File: config.mk
export PLATFORM = sky130hd
export DESIGN_NAME = sha224_sha256_hash_flat
export DESIGN_NICKNAME = d
export VERILOG_FILES = /design/src/sha_pkg.sv /design/src/sha_if.sv /design/src/sha224_sha256_hash.sv /design/src/sha_dp.sv /design/src/sha_ctrl.sv /design/src/flat_wrapper.sv
export SDC_FILE = /design/constraint.sdc
export NUM_CORES = 2
export LEC_CHECK = 0
export BUFFER_PORTS_ARGS = -buffer_cell sky130_fd_sc_hd__buf_4
export CAP_MARGIN = 30
export CORE_MARGIN = 1.5
export CORE_UTILIZATION = 60
export DETAILED_ROUTE_END_ITERATION = 12
export PLACE_DENSITY_LB_ADDON = 0.12
export SYNTH_ARGS = -nofsm -noshare
export SYNTH_HDL_FRONTEND = slang
export SYNTH_HIERARCHICAL = 1
export SYNTH_SLANG_ARGS = --single-unit
File: constraint.sdc
create_clock -name clk -period 19.65 [get_ports clk]
set_input_delay 3.93 -clock clk [delete_from_list [all_inputs] [get_ports clk]]
set_output_delay 3.93 -clock clk [all_outputs]
set_load 0.01 [all_outputs]
File: src/sha_pkg.sv
package sha_pkg;

  // Byte source for the absorb path
  localparam logic [1:0] SEL_INPUT = 2'd0;
  localparam logic [1:0] SEL_PAD80 = 2'd1;
  localparam logic [1:0] SEL_ZERO  = 2'd2;
  localparam logic [1:0] SEL_LEN   = 2'd3;

  localparam logic [7:0] PAD_BYTE     = 8'h80;
  localparam logic [5:0] FILL_LEN_POS = 6'd56;
  localparam logic [5:0] FILL_LAST    = 6'd63;
  localparam logic [5:0] ROUND_LAST   = 6'd63;
  localparam logic [3:0] LEN_BYTES    = 4'd8;
  localparam logic [2:0] IDX_LAST_224 = 3'd6;
  localparam logic [2:0] IDX_LAST_256 = 3'd7;

  // Commands from controller to datapath
  typedef struct packed {
    logic       start;     // message start: load initial values, restart fill
    logic       absorb;    // take one byte into the block
    logic [1:0] byte_sel;
    logic [2:0] len_idx;
    logic       count;     // count a message byte
    logic       init;      // copy chaining value into working variables
    logic       round;     // run one compression round
    logic [5:0] rnd;
    logic       add;       // fold working variables into chaining value
    logic       clear;     // end of message
    logic [2:0] word_sel;
  } dp_cmd_t;

  // Status from datapath to controller
  typedef struct packed {
    logic [5:0] fill;
    logic       msg_zero;
    logic       over;
    logic       mode;
  } dp_status_t;

  function automatic logic [31:0] round_k(input logic [5:0] t);
    logic [31:0] k;
    case (t)
      6'd0:  k = 32'h428a2f98; 6'd1:  k = 32'h71374491;
      6'd2:  k = 32'hb5c0fbcf; 6'd3:  k = 32'he9b5dba5;
      6'd4:  k = 32'h3956c25b; 6'd5:  k = 32'h59f111f1;
      6'd6:  k = 32'h923f82a4; 6'd7:  k = 32'hab1c5ed5;
      6'd8:  k = 32'hd807aa98; 6'd9:  k = 32'h12835b01;
      6'd10: k = 32'h243185be; 6'd11: k = 32'h550c7dc3;
      6'd12: k = 32'h72be5d74; 6'd13: k = 32'h80deb1fe;
      6'd14: k = 32'h9bdc06a7; 6'd15: k = 32'hc19bf174;
      6'd16: k = 32'he49b69c1; 6'd17: k = 32'hefbe4786;
      6'd18: k = 32'h0fc19dc6; 6'd19: k = 32'h240ca1cc;
      6'd20: k = 32'h2de92c6f; 6'd21: k = 32'h4a7484aa;
      6'd22: k = 32'h5cb0a9dc; 6'd23: k = 32'h76f988da;
      6'd24: k = 32'h983e5152; 6'd25: k = 32'ha831c66d;
      6'd26: k = 32'hb00327c8; 6'd27: k = 32'hbf597fc7;
      6'd28: k = 32'hc6e00bf3; 6'd29: k = 32'hd5a79147;
      6'd30: k = 32'h06ca6351; 6'd31: k = 32'h14292967;
      6'd32: k = 32'h27b70a85; 6'd33: k = 32'h2e1b2138;
      6'd34: k = 32'h4d2c6dfc; 6'd35: k = 32'h53380d13;
      6'd36: k = 32'h650a7354; 6'd37: k = 32'h766a0abb;
      6'd38: k = 32'h81c2c92e; 6'd39: k = 32'h92722c85;
      6'd40: k = 32'ha2bfe8a1; 6'd41: k = 32'ha81a664b;
      6'd42: k = 32'hc24b8b70; 6'd43: k = 32'hc76c51a3;
      6'd44: k = 32'hd192e819; 6'd45: k = 32'hd6990624;
      6'd46: k = 32'hf40e3585; 6'd47: k = 32'h106aa070;
      6'd48: k = 32'h19a4c116; 6'd49: k = 32'h1e376c08;
      6'd50: k = 32'h2748774c; 6'd51: k = 32'h34b0bcb5;
      6'd52: k = 32'h391c0cb3; 6'd53: k = 32'h4ed8aa4a;
      6'd54: k = 32'h5b9cca4f; 6'd55: k = 32'h682e6ff3;
      6'd56: k = 32'h748f82ee; 6'd57: k = 32'h78a5636f;
      6'd58: k = 32'h84c87814; 6'd59: k = 32'h8cc70208;
      6'd60: k = 32'h90befffa; 6'd61: k = 32'ha4506ceb;
      6'd62: k = 32'hbef9a3f7; default: k = 32'hc67178f2;
    endcase
    return k;
  endfunction

  function automatic logic [31:0] init_value(input logic mode, input logic [2:0] i);
    logic [31:0] v;
    if (mode) begin
      case (i)
        3'd0: v = 32'h6a09e667; 3'd1: v = 32'hbb67ae85;
        3'd2: v = 32'h3c6ef372; 3'd3: v = 32'ha54ff53a;
        3'd4: v = 32'h510e527f; 3'd5: v = 32'h9b05688c;
        3'd6: v = 32'h1f83d9ab; default: v = 32'h5be0cd19;
      endcase
    end else begin
      case (i)
        3'd0: v = 32'hc1059ed8; 3'd1: v = 32'h367cd507;
        3'd2: v = 32'h3070dd17; 3'd3: v = 32'hf70e5939;
        3'd4: v = 32'hffc00b31; 3'd5: v = 32'h68581511;
        3'd6: v = 32'h64f98fa7; default: v = 32'hbefa4fa4;
      endcase
    end
    return v;
  endfunction

endpackage

File: src/sha_if.sv
interface sha_in_if;
  logic       valid;
  logic       ready;
  logic [7:0] data_byte;
  logic       byte_present;
  logic       end_of_message;
  modport source (output valid, data_byte, byte_present, end_of_message, input ready);
  modport sink (input valid, data_byte, byte_present, end_of_message, output ready);
endinterface

interface sha_out_if;
  logic        valid;
  logic        ready;
  logic [31:0] digest_word;
  logic [2:0]  word_index;
  logic        last_word;
  logic        length_error;
  modport source (output valid, digest_word, word_index, last_word, length_error,
                  input ready);
  modport sink (input valid, digest_word, word_index, last_word, length_error,
                output ready);
endinterface

interface sha_cfg_if;
  logic valid;
  logic ready;
  logic hash_mode;
  modport source (output valid, hash_mode, input ready);
  modport sink (input valid, hash_mode, output ready);
endinterface

File: src/sha224_sha256_hash.sv
// Channel   Dir  Payload                                           Handshake
// in_ch     in   data_byte, byte_present, end_of_message           valid/ready
// out_ch    out  digest_word, word_index, last_word, length_error  valid/ready
// cfg_ch    in   hash_mode                                         valid/ready
//
// A byte request is taken while idle; the 64th byte of a block then starts
// the load, 64 rounds on the single round unit and fold. The final request
// pads one byte a cycle, compresses one or two blocks and then presents
// 7 or 8 words (one error word if over-long), one per accepted output cycle.
// rst_n is synchronous; after it the mode is SHA-256 and no message is open.
// in_ch is ready only while idle; an output stall holds the digest word.
module sha224_sha256_hash (
  input logic      clk,
  input logic      rst_n,
  sha_in_if.sink   in_ch,
  sha_out_if.source out_ch,
  sha_cfg_if.sink  cfg_ch
);

  sha_pkg::dp_cmd_t    cmd;
  sha_pkg::dp_status_t status;
  logic [31:0]         word;
  logic                out_err;
  logic                out_last;

  assign cfg_ch.ready = 1'b1;

  sha_ctrl u_ctrl (
    .clk        (clk),
    .rst_n      (rst_n),
    .in_valid   (in_ch.valid),
    .in_present (in_ch.byte_present),
    .in_end     (in_ch.end_of_message),
    .in_ready   (in_ch.ready),
    .out_valid  (out_ch.valid),
    .out_ready  (out_ch.ready),
    .out_last   (out_last),
    .out_err    (out_err),
    .status     (status),
    .cmd        (cmd)
  );

  sha_dp u_dp (
    .clk      (clk),
    .rst_n    (rst_n),
    .cmd      (cmd),
    .in_byte  (in_ch.data_byte),
    .cfg_we   (cfg_ch.valid),
    .cfg_mode (cfg_ch.hash_mode),
    .status   (status),
    .word     (word)
  );

  // Zero the word on the error request
  assign out_ch.digest_word  = out_err ? 32'd0 : word;
  assign out_ch.word_index   = out_err ? 3'd0 : cmd.word_sel;
  assign out_ch.last_word    = out_last;
  assign out_ch.length_error = out_err;

endmodule

File: src/sha_dp.sv
module sha_dp (
  input  logic                 clk,
  input  logic                 rst_n,
  input  sha_pkg::dp_cmd_t     cmd,
  input  logic [7:0]           in_byte,
  input  logic                 cfg_we,
  input  logic                 cfg_mode,
  output sha_pkg::dp_status_t  status,
  output logic [31:0]          word
);

  logic        mode_r, mode_nxt;
  logic [32:0] msg_r, msg_nxt;
  logic [5:0]  fill_r, fill_nxt;
  logic [31:0] acc_r, acc_nxt;
  logic [31:0] w_r [16];
  logic [31:0] w_nxt [16];
  logic [31:0] cv_r [8];
  logic [31:0] cv_nxt [8];
  logic [31:0] wv_r [8];
  logic [31:0] wv_nxt [8];

  logic [5:0]  fill_eff;
  logic [7:0]  abs_byte;
  logic [63:0] len_bits;
  logic [31:0] sched_new, t1, t2;

  function automatic logic [31:0] rotr(input logic [31:0] x, input int n);
    return (x >> n) | (x << (32 - n));
  endfunction

  // Pick the byte to absorb
  assign len_bits = {29'd0, msg_r[31:0], 3'd0};
  always_comb begin
    case (cmd.byte_sel)
      sha_pkg::SEL_INPUT: abs_byte = in_byte;
      sha_pkg::SEL_PAD80: abs_byte = sha_pkg::PAD_BYTE;
      sha_pkg::SEL_ZERO:  abs_byte = 8'd0;
      default:            abs_byte = len_bits[8 * (7 - cmd.len_idx) +: 8];
    endcase
  end

  assign fill_eff = cmd.start ? 6'd0 : fill_r;

  // Schedule expansion and round function
  assign sched_new = (rotr(w_r[14], 17) ^ rotr(w_r[14], 19) ^ (w_r[14] >> 10))
                   + w_r[9]
                   + (rotr(w_r[1], 7) ^ rotr(w_r[1], 18) ^ (w_r[1] >> 3))
                   + w_r[0];
  assign t1 = wv_r[7]
            + (rotr(wv_r[4], 6) ^ rotr(wv_r[4], 11) ^ rotr(wv_r[4], 25))
            + ((wv_r[4] & wv_r[5]) ^ (~wv_r[4] & wv_r[6]))
            + sha_pkg::round_k(cmd.rnd) + w_r[0];
  assign t2 = (rotr(wv_r[0], 2) ^ rotr(wv_r[0], 13) ^ rotr(wv_r[0], 22))
            + ((wv_r[0] & wv_r[1]) ^ (wv_r[0] & wv_r[2]) ^ (wv_r[1] & wv_r[2]));

  always_comb begin
    mode_nxt = cfg_we ? cfg_mode : mode_r;
    msg_nxt  = msg_r;
    fill_nxt = fill_eff;
    acc_nxt  = acc_r;
    w_nxt    = w_r;
    cv_nxt   = cv_r;
    wv_nxt   = wv_r;
    // load initial values at message start
    if (cmd.start) begin
      for (int i = 0; i < 8; i++) cv_nxt[i] = sha_pkg::init_value(mode_r, 3'(i));
    end
    // count message bytes, saturating past the limit
    if (cmd.count && !msg_r[32]) msg_nxt = msg_r + 33'd1;
    // pack bytes big-endian and shift whole words into the window
    if (cmd.absorb) begin
      acc_nxt  = {acc_r[23:0], abs_byte};
      fill_nxt = fill_eff + 6'd1;
      if (fill_eff[1:0] == 2'd3) begin
        for (int i = 0; i < 15; i++) w_nxt[i] = w_r[i + 1];
        w_nxt[15] = acc_nxt;
      end
    end
    if (cmd.init) wv_nxt = cv_r;
    // one round: consume w[0], append the next schedule word
    if (cmd.round) begin
      for (int i = 0; i < 15; i++) w_nxt[i] = w_r[i + 1];
      w_nxt[15] = sched_new;
      for (int i = 7; i > 0; i--) wv_nxt[i] = wv_r[i - 1];
      wv_nxt[0] = t1 + t2;
      wv_nxt[4] = wv_r[3] + t1;
    end
    if (cmd.add) begin
      for (int i = 0; i < 8; i++) cv_nxt[i] = cv_r[i] + wv_r[i];
    end
    if (cmd.clear) begin
      msg_nxt  = 33'd0;
      fill_nxt = 6'd0;
    end
  end

  always_ff @(posedge clk) begin
    if (!rst_n) begin
      mode_r <= 1'b1;
      msg_r  <= 33'd0;
      fill_r <= 6'd0;
    end else begin
      mode_r <= mode_nxt;
      msg_r  <= msg_nxt;
      fill_r <= fill_nxt;
    end
  end

  always_ff @(posedge clk) begin
    acc_r <= acc_nxt;
    w_r   <= w_nxt;
    cv_r  <= cv_nxt;
    wv_r  <= wv_nxt;
  end

  assign status.fill     = fill_r;
  assign status.msg_zero = (msg_r == 33'd0);
  assign status.over     = msg_r[32];
  assign status.mode     = mode_r;
  assign word            = cv_r[cmd.word_sel];

endmodule

File: src/sha_ctrl.sv
module sha_ctrl (
  input  logic                 clk,
  input  logic                 rst_n,
  input  logic                 in_valid,
  input  logic                 in_present,
  input  logic                 in_end,
  output logic                 in_ready,
  output logic                 out_valid,
  input  logic                 out_ready,
  output logic                 out_last,
  output logic                 out_err,
  input  sha_pkg::dp_status_t  status,
  output sha_pkg::dp_cmd_t     cmd
);

  localparam logic [2:0] S_IDLE  = 3'd0;
  localparam logic [2:0] S_INIT  = 3'd1;
  localparam logic [2:0] S_ROUND = 3'd2;
  localparam logic [2:0] S_ADD   = 3'd3;
  localparam logic [2:0] S_FIN   = 3'd4;
  localparam logic [2:0] S_PAD   = 3'd5;
  localparam logic [2:0] S_OUT   = 3'd6;

  logic [2:0] state_r, state_nxt;
  logic [5:0] rnd_r, rnd_nxt;
  logic       fin_r, fin_nxt;
  logic       pad_r, pad_nxt;
  logic       sent_r, sent_nxt;
  logic [3:0] len_r, len_nxt;
  logic [2:0] idx_r, idx_nxt;

  logic       accept;
  logic [5:0] fill_eff;

  assign in_ready  = (state_r == S_IDLE);
  assign accept    = in_valid && in_ready;
  assign fill_eff  = status.msg_zero ? 6'd0 : status.fill;
  assign out_valid = (state_r == S_OUT);
  assign out_err   = status.over;
  assign out_last  = status.over ||
                     (idx_r == (status.mode ? sha_pkg::IDX_LAST_256 : sha_pkg::IDX_LAST_224));

  always_comb begin
    state_nxt = state_r;
    rnd_nxt   = rnd_r;
    fin_nxt   = fin_r;
    pad_nxt   = pad_r;
    sent_nxt  = sent_r;
    len_nxt   = len_r;
    idx_nxt   = idx_r;
    cmd       = '0;
    cmd.rnd      = rnd_r;
    cmd.word_sel = idx_r;
    cmd.len_idx  = len_r[2:0];
    unique case (state_r)
      S_IDLE: begin
        if (accept) begin
          cmd.start    = status.msg_zero;
          cmd.absorb   = in_present;
          cmd.count    = in_present;
          cmd.byte_sel = sha_pkg::SEL_INPUT;
          fin_nxt      = in_end;
          pad_nxt      = 1'b0;
          if (in_present && fill_eff == sha_pkg::FILL_LAST) begin
            state_nxt = S_INIT;
          end else if (in_end) begin
            state_nxt = S_FIN;
          end
        end
      end
      S_INIT: begin
        cmd.init  = 1'b1;
        rnd_nxt   = 6'd0;
        state_nxt = S_ROUND;
      end
      S_ROUND: begin
        cmd.round = 1'b1;
        rnd_nxt   = rnd_r + 6'd1;
        if (rnd_r == sha_pkg::ROUND_LAST) state_nxt = S_ADD;
      end
      S_ADD: begin
        cmd.add = 1'b1;
        if (pad_r) begin
          state_nxt = (len_r == sha_pkg::LEN_BYTES) ? S_OUT : S_PAD;
        end else begin
          state_nxt = fin_r ? S_FIN : S_IDLE;
        end
      end
      S_FIN: begin
        // over-long message skips padding and reports once
        sent_nxt  = 1'b0;
        len_nxt   = 4'd0;
        idx_nxt   = 3'd0;
        pad_nxt   = !status.over;
        state_nxt = status.over ? S_OUT : S_PAD;
      end
      S_PAD: begin
        cmd.absorb = 1'b1;
        if (!sent_r) begin
          cmd.byte_sel = sha_pkg::SEL_PAD80;
          sent_nxt     = 1'b1;
        end else if (len_r == 4'd0 && status.fill != sha_pkg::FILL_LEN_POS) begin
          cmd.byte_sel = sha_pkg::SEL_ZERO;
        end else begin
          cmd.byte_sel = sha_pkg::SEL_LEN;
          len_nxt      = len_r + 4'd1;
        end
        if (status.fill == sha_pkg::FILL_LAST) state_nxt = S_INIT;
      end
      S_OUT: begin
        if (out_ready) begin
          if (out_last) begin
            cmd.clear = 1'b1;
            idx_nxt   = 3'd0;
            state_nxt = S_IDLE;
          end else begin
            idx_nxt = idx_r + 3'd1;
          end
        end
      end
      default: state_nxt = S_IDLE;
    endcase
  end

  always_ff @(posedge clk) begin
    if (!rst_n) begin
      state_r <= S_IDLE;
      rnd_r   <= 6'd0;
      fin_r   <= 1'b0;
      pad_r   <= 1'b0;
      sent_r  <= 1'b0;
      len_r   <= 4'd0;
      idx_r   <= 3'd0;
    end else begin
      state_r <= state_nxt;
      rnd_r   <= rnd_nxt;
      fin_r   <= fin_nxt;
      pad_r   <= pad_nxt;
      sent_r  <= sent_nxt;
      len_r   <= len_nxt;
      idx_r   <= idx_nxt;
    end
  end

endmodule

File: src/flat_wrapper.sv
// flat-port wrapper written by rule: the top's interface ports become plain ports
module sha224_sha256_hash_flat 
  (clk, rst_n, in_ch_valid, in_ch_data_byte, in_ch_byte_present, in_ch_end_of_message, in_ch_ready, out_ch_valid, out_ch_digest_word, out_ch_word_index, out_ch_last_word, out_ch_length_error, out_ch_ready, cfg_ch_valid, cfg_ch_hash_mode, cfg_ch_ready);
  sha_in_if in_ch_i ();
  sha_out_if out_ch_i ();
  sha_cfg_if cfg_ch_i ();
  input logic clk;
  input logic rst_n;
  input wire logic [$bits(in_ch_i.valid)-1:0] in_ch_valid;
  input wire logic [$bits(in_ch_i.data_byte)-1:0] in_ch_data_byte;
  input wire logic [$bits(in_ch_i.byte_present)-1:0] in_ch_byte_present;
  input wire logic [$bits(in_ch_i.end_of_message)-1:0] in_ch_end_of_message;
  output wire logic [$bits(in_ch_i.ready)-1:0] in_ch_ready;
  output wire logic [$bits(out_ch_i.valid)-1:0] out_ch_valid;
  output wire logic [$bits(out_ch_i.digest_word)-1:0] out_ch_digest_word;
  output wire logic [$bits(out_ch_i.word_index)-1:0] out_ch_word_index;
  output wire logic [$bits(out_ch_i.last_word)-1:0] out_ch_last_word;
  output wire logic [$bits(out_ch_i.length_error)-1:0] out_ch_length_error;
  input wire logic [$bits(out_ch_i.ready)-1:0] out_ch_ready;
  input wire logic [$bits(cfg_ch_i.valid)-1:0] cfg_ch_valid;
  input wire logic [$bits(cfg_ch_i.hash_mode)-1:0] cfg_ch_hash_mode;
  output wire logic [$bits(cfg_ch_i.ready)-1:0] cfg_ch_ready;
  assign in_ch_i.valid = in_ch_valid;
  assign in_ch_i.data_byte = in_ch_data_byte;
  assign in_ch_i.byte_present = in_ch_byte_present;
  assign in_ch_i.end_of_message = in_ch_end_of_message;
  assign in_ch_ready = in_ch_i.ready;
  assign out_ch_valid = out_ch_i.valid;
  assign out_ch_digest_word = out_ch_i.digest_word;
  assign out_ch_word_index = out_ch_i.word_index;
  assign out_ch_last_word = out_ch_i.last_word;
  assign out_ch_length_error = out_ch_i.length_error;
  assign out_ch_i.ready = out_ch_ready;
  assign cfg_ch_i.valid = cfg_ch_valid;
  assign cfg_ch_i.hash_mode = cfg_ch_hash_mode;
  assign cfg_ch_ready = cfg_ch_i.ready;
  sha224_sha256_hash u_core (.clk(clk), .rst_n(rst_n), .in_ch(in_ch_i), .out_ch(out_ch_i), .cfg_ch(cfg_ch_i));
endmodule
==> results_dict.tcl <==
set metrics [dict create \
    std_cell_rows 125 \
    die_h_um 346 \
    fin_util 0.655 \
    grt_overflow_total 0 \
    met1_usage 0.555 \
    tightest_slew_ns 1.23 \
    vias 50600 \
    die_x_um 346 \
    clkLatencyLatePin_ns 0.77 \
    synth_area_leader_cell "edfxtp_1" \
    ys_seq_area_frac 0.463 \
    worstPathArrival_ns 9.79 \
    crit_family "simple AND/OR/NAND/NOR gates" \
    tritoncts "built" \
    gp_congestion 1.01 \
    drive_above_1_share 0.118 \
    cts_buffers 115 \
    postCtsSetupRepairBufs 0 \
    reg2reg_depth 30 \
    setup.worst_path.start_class "flip-flop" \
    syn_nets 6772 \
    initial_utilization 0.606 \
    vias_per_cell 6.50 \
    cts_max_level 3 \
    antenna_left 0 \
    wl_um 217000 \
    drtPass1Iterations 8 \
    cp_data_required_time_ns 20.16 \
    cts_hold_buffers 0 \
    min_path_type "reg -> reg" \
    skew_ns 0.0893 \
    grt_max_degree 148 \
    syn_inst 6164 \
    async_reset_ff_frac 0 \
    crit_type "reg -> reg" \
    grt_pass1_vias 47100 \
    netlist_area_mm2 0.0705 \
    slew_headroom 0.180 \
    max_stage_delay_ns 0.94 \
    synth_cell_types 106 \
    drv_cap 0 \
    slew_violations 0 \
    syn_avg_cell_area_um2 11.4 \
    synth_warnings 6 \
    synth_ff_type "edfxtp_1" \
    post_drt_wl_per_cell_um 27.9 \
    drtIter0Drc 6297 \
    grt_pass1_wl_um 317000 \
    critPathCaptureType "flip-flop" \
    use_met2 0.498 \
    synth_edf_count 1048 \
    io_buffers 54 \
    synth_seq_cells 1107 \
    grt-busiest-layer "met1" \
    path_max_fanout 69 \
    status "finished, final reports clean" \
    path_depth 30 \
    cts-root-buf "clkbuf_16" \
    period_share 0.472 \
    fin_tns_setup_ns 0 \
    yosysTopAreaCellShare 0.447 \
    hpwlAfterDp_um 162000 \
    gr-usage-met3 0.0843 \
    synthToLayoutAreaGrowth_pct 8.24 \
    yosys-top-cells-area "edfxtp_1 45%, ha_1 7.0%, fa_1 5.5%, mux2_2 4.9%, xnor2_1 4.2%" \
    rsz0062_at_grt "false" \
    core-area_mm2 0.116 \
    fp.dieArea_mm2 0.120 \
    clk_pin_slew_worst_paths_ns 0.06 \
    ctsResizeCount 0 \
    ios 56 \
    setup_viol 0 \
    num-nets-final 6783 \
    cp_slowest_cell "nor4_1" \
    hold_violations 0 \
    antenna_found_initial 4 \
    hold_path_depth 0 \
    fin_crit_ns 9.28 \
    cts_max_path_buffers 3 \
    cts.sinks 1107 \
    drcViolationCount 0 \
    fmax_ghz 0.108 \
    path_buf_inv 4 \
    track_usage 0.358 \
]
==> cell usage in the layout (no fill, tap or decap), types with 20 or more instances in the layout <==
master     instances
xnor2_1          341
mux2_2           308
nor4_1            22
clkinv_1          33
ha_1             397
and2_1            20
nand3_1           96
or3_1             38
dfxtp_1           51
o21ai_0          303
and3_1            52
a31oi_1           43
nand2b_1          60
o21bai_1          39
o21a_1            78
fa_1             195
nor3_1            93
inv_1            523
nand2_1          350
mux4_2            76
clkbuf_16        115
a211oi_1          58
a21o_1           245
buf_4            115
xor2_1           246
nor2_1           338
edfxtp_1        1048
nor2b_1           77
a21oi_1          380
o211ai_1          48
o31ai_1           39
nand4_1           31
==> final cells by class <==
class	count	area, um^2
multi-input combinational	4297	34900
antenna	2	5.00
tap	1524	1910
timing repair buffer	126	1100
clock buffer	134	2950
sequential	1107	32700
inverter	528	1990
fill	8912	40100
clock inverter	72	722
==> synthesized netlist by cell type, types with 22 or more instances <==
master,number
edfxtp_1,1048
inv_1,525
ha_1,397
a21oi_1,380
nand2_1,351
xnor2_1,341
nor2_1,340
mux2_2,308
o21ai_0,303
xor2_1,246
a21o_1,245
fa_1,195
clkbuf_1,191
nand3_1,96
nor3_1,93
nor2b_1,78
o21a_1,78
mux4_2,76
nand2b_1,60
dfxtp_1,59
a211oi_1,58
and3_1,52
o211ai_1,48
a31oi_1,43
o21bai_1,39
o31ai_1,39
or3_1,38
nand4_1,31
buf_1,25
nor4_1,22
==> sequential cells by signal (all words and copies together) (netlist names) <==
| register | flops |
|---|---|
| u_core/u_dp/fill_r | 6 |
| u_core/u_dp/wv_r | 256 |
| u_core/u_ctrl/idx_r | 3 |
| u_core/u_dp/cv_r | 256 |
| u_core/u_dp/w_r | 512 |
| u_core/u_ctrl/rnd_r | 6 |
| u_core/u_ctrl/pad_r | 1 |
| u_core/u_ctrl/state_r | 3 |
| u_core/u_dp/mode_r | 1 |
| u_core/u_dp/msg_r | 33 |
| u_core/u_ctrl/sent_r | 1 |
| u_core/u_ctrl/fin_r | 1 |
| u_core/u_dp/acc_r | 24 |
| u_core/u_ctrl/len_r | 4 |
==> final timing paths <==
kind / from / to / slack, ns
setup / recovery: u_core/u_ctrl/rnd_r[3] / u_core/u_dp/wv_r[253] / 10.37
hold / removal: u_core/u_dp/w_r[2] / u_core/u_dp/w_r[34] / 0.36
setup reg to reg: u_core/u_ctrl/rnd_r[3] / u_core/u_dp/wv_r[253] / 10.37
hold reg to reg: u_core/u_dp/w_r[2] / u_core/u_dp/w_r[34] / 0.36
==> routing by layer <==
metal | part of all wire | vias up | wire [um]
li1 | - | 22500 | -
met1 | 0.44 | 25200 | 96500
met2 | 0.41 | 2569 | 89400
met3 | 0.11 | 317 | 24000
met4 | 0.032 | 2 | 6960
met5 | 0.000060 | - | 13
==> per-stage QoR <==
| step | instance area [um^2] | worst slack, ns | instances | hold slack (ns) |
|---|---|---|---|---|
| 5_1_grt | 76300 | 9.83 | 7788 | 0.364 |
| 3_3_place_gp | 72400 | 10.42 | 7573 | 0.400 |
| 2_1_floorplan | 70500 | 2.70 | 6164 | 0.400 |
| 6_report | 76300 | 10.37 | 7790 | 0.360 |
| 3_5_place_dp | 72400 | 10.57 | 7576 | 0.405 |
| 4_1_cts | 76100 | 10.58 | 7782 | 0.363 |
==> logic make-up (layout without fill, tap and decap cells) <==
logic type	after synthesis	after routing	share of synthesized area
xor gates and xnor gates	587	587	0.0730
AOI/OAI and AO/OA	1439	1439	0.133
DFF	1107	1107	0.463
muxes	402	402	0.0761
buffers and inverters	760	860	0.0414
other	1	3	0.0000532
and+or+nand+nor	1273	1273	0.0873
adders and majority gates	595	595	0.126
Power is not shown: default switching activity piles up to over one toggle a cycle in this logic, so the estimate is an artifact.
